## src/rtl/sltu_pkg.sv

```systemverilog
package sltu_pkg;
  typedef enum logic [1:0] {
    REQ_START = 2'd0,
    REQ_STEP  = 2'd1,
    REQ_LOAD  = 2'd2,
    REQ_NONE  = 2'd3
  } req_t;

  localparam logic [1:0] CFG_GAMMA  = 2'd0;
  localparam logic [1:0] CFG_LAMBDA = 2'd1;
  localparam logic [1:0] CFG_ALPHA  = 2'd2;

  localparam logic [15:0] GAMMA_RST  = 16'd52429;
  localparam logic [15:0] LAMBDA_RST = 16'd58982;
  localparam logic [15:0] ALPHA_RST  = 16'd39322;

  localparam int FRAC_BITS = 16;
  localparam int DELTA_WIDTH = 32;
  localparam int VALUE_WIDTH = 32;
endpackage

```

## src/rtl/sltu_mul.sv

```systemverilog
module sltu_mul #(
  parameter int AW = 32,
  parameter int BW = 32,
  parameter int VW = 32
) (
  input  logic                 clk,
  input  logic signed [AW-1:0] a,
  input  logic signed [BW-1:0] b,
  output logic signed [VW-1:0] p
);
  import sltu_pkg::*;
  localparam int PW = AW + BW;
  logic signed [PW-1:0] prod_r;
  logic signed [PW-FRAC_BITS-1:0] sh;
  logic signed [VW-1:0] vmax;
  logic signed [VW-1:0] vmin;

  always_ff @(posedge clk) begin
    prod_r <= PW'(a) * PW'(b);
  end

  always_comb begin
    sh = prod_r[PW-1:FRAC_BITS];
    vmax = {1'b0, {(VW-1){1'b1}}};
    vmin = {1'b1, {(VW-1){1'b0}}};
    if (sh > (PW-FRAC_BITS)'(vmax)) begin
      p = vmax;
    end else if (sh < (PW-FRAC_BITS)'(vmin)) begin
      p = vmin;
    end else begin
      p = sh[VW-1:0];
    end
  end
endmodule

```

## config.mk

```make
export PLATFORM = sky130hd
export DESIGN_NAME = sltu_mul
export DESIGN_NICKNAME = d
export VERILOG_FILES = /design/src/rtl/sltu_pkg.sv /design/src/rtl/sltu_mul.sv
export SDC_FILE = /design/constraint.sdc
export NUM_CORES = 2
export LEC_CHECK = 0
export BUFFER_PORTS_ARGS = -buffer_cell sky130_fd_sc_hd__buf_2
export CAP_MARGIN = 20
export CORE_MARGIN = 2
export CORE_UTILIZATION = 55
export DETAILED_ROUTE_END_ITERATION = 6
export PLACE_DENSITY = 0.78
export REMOVE_ABC_BUFFERS = 1
export SLEW_MARGIN = 20
export SYNTH_ARGS = -nofsm -noshare
export SYNTH_HDL_FRONTEND = slang
export SYNTH_SLANG_ARGS = --single-unit
```

## constraint.sdc

```tcl
create_clock -name clk -period 9.4 [get_ports clk]
set_input_delay 1.41 -clock clk [delete_from_list [all_inputs] [get_ports clk]]
set_output_delay 1.41 -clock clk [all_outputs]
set_load 0.03 [all_outputs]
```

== Yosys cells after proc, flatten, opt, wreduce, memory -nomap -nowiden ==
Index checks and enable logic that the tools add are counted.

* $mul: 1
* Order comparisons: 2
* Mux-type cells: 2

{| class="wikitable"
|+ Operators with widths
! kind !! count
|-
| multiplier 32 x 32 -> 64 bit || 1
|-
| two-way mux 32 bit || 2
|-
| greater-than comparator 48 x 32 -> 1 bit, second input constant || 1
|-
| less-than comparator 48 x 32 -> 1 bit, second input constant || 1
|}

* Bits in registers: 64
* Input bits: 65
* Output and inout bits: 32
* Logic and storage cells: 6

== Logic depth before layout (Yosys ltp) ==
* Depth after elaboration: 3
* Mapped depth: 28
* Mapped depth without buffers: 27

== Worst setup path after synthesis ==
Ideal clock, no wire load.

* Kind: input to register
* Start point: in a[31]
* End point: reg prod_r[57]
* Library setup time: 72 ps
* Data arrival time: 8697 ps
* Data required time: 9328 ps
* Slack: 631 ps
* Cell stages on the path: 25
* Buffers on the path: 1
* Cell sequence: clkbuf_1 -> nand2_1 -> inv_1 -> fa_1 -> inv_1 -> fa_1 -> inv_1 -> fa_1 -> fa_1 -> inv_1 -> fa_1 -> inv_1 -> fa_1 -> fa_1 -> fa_1 -> ha_1 -> and2_1 -> and3_1 -> nand4_1 -> nor2_1 -> a2111oi_0 -> a211oi_1 -> a311o_1 -> a211oi_2 -> xnor2_1

* Word-level cells in the longest chain between the ends: 1

{| class="wikitable"
|+ Ends and longest elaborated chain
! what !! line !! RTL
|-
| start: declaration || sltu_mul.sv:7 || <nowiki>input logic signed [AW-1:0] a,</nowiki>
|-
| multiplier 32 x 32 -> 64 bit || sltu_mul.sv:19 || <nowiki>prod_r <= PW'(a) * PW'(b);</nowiki>
|-
| end signal: assignment || sltu_mul.sv:19 ||
|-
| end: declaration || sltu_mul.sv:13 || <nowiki>logic signed [PW-1:0] prod_r;</nowiki>
|}

Every way passes these cells.

== Final worst setup path ==
* Start point: in a[14]
* End point: reg prod_r[62]

The elaborated chain is that of the path after synthesis.

==> summary.txt <==
Timing
  • Final period util: 94.3%
  • Final Hold Fails: 0
  • RSZ-0062 raised after global routing: no
  • Max_slew headroom: 37.5%
  • Total negative slack: 0 ns
  • Final Max Tran Viols: 0
  • Highest clock rate: 113 MHz
  • # setup viols final: 0
  • Worst slew pin tran: 0.931 ns
  • Final worst path period need: 8.86 ns

Layout
  • Max reg flops: 48
  • Largest regs: prod_r: 48 flops
  • Area Overhead vs Synth: 4.39%
  • Fin nets: roughly 5200
  • Most flops, register: prod_r
  • Share of layout cells above drive strength 1: 5.31%

Worst setup path
  • CP required: 9.59 ns
  • Crit Path Class: in -> reg
  • CP Launch Type: primary input
  • Crit-path max FO: 32
  • Critical Path Sink Type: flip-flop
  • Worst Path Arrival: 9.05 ns

Drt
  • DR WL/cell: 20.2 um
  • Vias/cell: 5.51
  • Drt drc: 0
  • DR iter-0 viols: 1845
  • DR vias: 26209
  • Post-Route WL: 96100 um
  • Routed Antenna Nets: 0
  • DRT Pass-1 Iters: 5

Clock network
  • Clk buf depth: 2
  • CTS Buf Count: 5
  • Worst-path clk slew: 0.08 ns
  • Clock tree sinks: 48
  • Clock root buffer: clkbuf_16
  • CTS Hold Bufs: 0
  • Resize count post-CTS: 0
  • Post-CTS Setup Inserts: 0
  • CTS tree: yes
  • H-tree depth: 2

Die
  • Row count: 95
  • Initial core utilization: 55.3%
  • Core area: 66900 sq um
  • Die H: 263 um
  • Die extent in x: ~260 um
  • Die Area: 69400 sq um
  • I/O pin cnt: 97

Place
  • Final GP Congestion: roughly 0.94
  • PortBufs: 96
  • Post-DP HPWL: 81900 um

Synthesis
  • Area leader, netlist: fa_1
  • Synth warnings: 0
  • Share of the yosys chip area belonging to registers: 2.60%
  • Ys async rst share: 0%
  • #FFs+latches synth: between 40 and 50
  • Post-synth top flop: dfxtp_1
  • Number of synthesized flops with an enable pin: 0
  • Unique masters post-synth: 69
  • Syn avg cell area: 9.48 sq um
  • Share of the synthesized area in the top cell type: 58.4%
  • Synth area leaders: fa_1 58%, inv_1 9.8%, and2_1 8.7%, ha_1 6.1%, nand2_1 5.3%
  • Mapped Area: 37000 sq um
  • Mapped Cells: a little under 4000

Global routing
  • Vias in the first global route: just under 30000
  • GR Util All Layers: 29.5%
  • GRT overflow: 0
  • Largest net degree at the start of global routing: 33
  • Wire length of the first global-routing pass: between 150000 and 200000 um
  • Initial antenna violation count: 8

Run
  • Max Cap Viol: 0

Min path
  • Class of the tightest hold or removal check: reg -> out

Run status
  • Status: finished, final reports clean
[per-layer routing]
| layer | routed length, um | part of all wire (%) | GRT usage (%) |
|---|---|---|---|
| met2 | 47100 | 49 | 49.5 |
| met4 | 4460 | 4.6 | 11.2 |
| met1 | 35400 | 37 | 36.8 |
| met5 | 55 | 0.057 | 0 |
| met3 | 9060 | 9.4 | 7.55 |
[cells by family (layout without fill, tap and decap cells)]
kind of cell,Yosys count,after routing,synth area share [%]
adders and majority gates,1261,1261,64.5
buffers and inverters,1179,1154,12.0
and+or+nand+nor,1158,1158,15.7
AOI/OAI and AO/OA,197,197,3.72
xor gates and xnor gates,62,62,1.47
DFF,48,48,2.60
muxes,1,1,0.0270
other,0,1,0
[area by class of cell]
type | count | area, sq um
sequential | 48 | 961
clock buffer | 5 | 125
multi-input combinational | 2679 | 31700
antenna | 1 | 2.50
tap | 873 | 1090
clock inverter | 3 | 47.5
inverter | 969 | 3640
fill | 5652 | 28300
timing repair buffer | 177 | 1120
[worst paths after layout]
check	startpoint	endpoint	slack [ns]	depth (start not counted)
setup / recovery	a[14]	prod_r[62]	0.54	23
hold / removal	prod_r[29]	p[13]	2.31	2
[Yosys cell counts, types with 24 or more instances]
cell type  instances
fa_1            1081
inv_1            969
nand2_1          521
and2_1           512
clkbuf_1         207
ha_1             180
a21o_1            58
nor2_1            52
a21oi_1           51
dfxtp_1           48
xnor2_1           38
o21ai_0           25
xor2_1            24
[cells in the final DEF (no fill, tap or decap), types with 6 or more instances in the layout]
| cell type | instances |
|---|---|
| and2_1 | 512 |
| buf_4 | 79 |
| ha_1 | 180 |
| nand4_1 | 14 |
| dfxtp_1 | 48 |
| a211oi_1 | 8 |
| and3_1 | 6 |
| inv_1 | 969 |
| nor2_1 | 52 |
| nand2_1 | 521 |
| o21ai_0 | 25 |
| nand2b_1 | 11 |
| fa_1 | 1081 |
| xnor2_1 | 38 |
| a21oi_1 | 51 |
| buf_2 | 96 |
| xor2_1 | 24 |
| o21bai_1 | 6 |
| a21o_1 | 58 |
| nor3_1 | 6 |
| nand3_1 | 14 |
[worst max-delay path, cell delays in order]
cell and delay (ns):
buf_2 0.66, and2_1 0.26, fa_1 0.42, inv_1 0.08
fa_1 0.44, fa_1 0.53, fa_1 0.52, inv_1 0.05
fa_1 0.55, fa_1 0.43, fa_1 0.52, fa_1 0.43
ha_1 0.35, a21o_1 0.20, a21oi_1 0.23, a21bo_2 0.26
a21oi_1 0.18, o221ai_1 0.19, a21oi_1 0.47, a2111oi_4 0.17
o2111ai_1 0.36, and2_4 0.22, o311ai_2 0.07
[stage by stage]
step / cell area, sq um / hold slack [ns] / utilization [%] / worst slack (ns) / std cells
2_1_floorplan: 36200 / 1.80 / - / 0.866 / 3696
3_3_place_gp: 38400 / 1.97 / 57.5 / 0.469 / 4745
3_5_place_dp: 38400 / 1.98 / 57.5 / 0.287 / 4745
4_1_cts: 38600 / 2.28 / 57.7 / 0.589 / 4753
5_1_grt: 38600 / 2.33 / 57.8 / 0.239 / 4754
6_report: 38700 / 2.31 / 57.8 / 0.538 / 4755
Power is left out: the tool's default activity adds up to more than one toggle a clock period on the data nets, which glitch-free logic cannot reach.
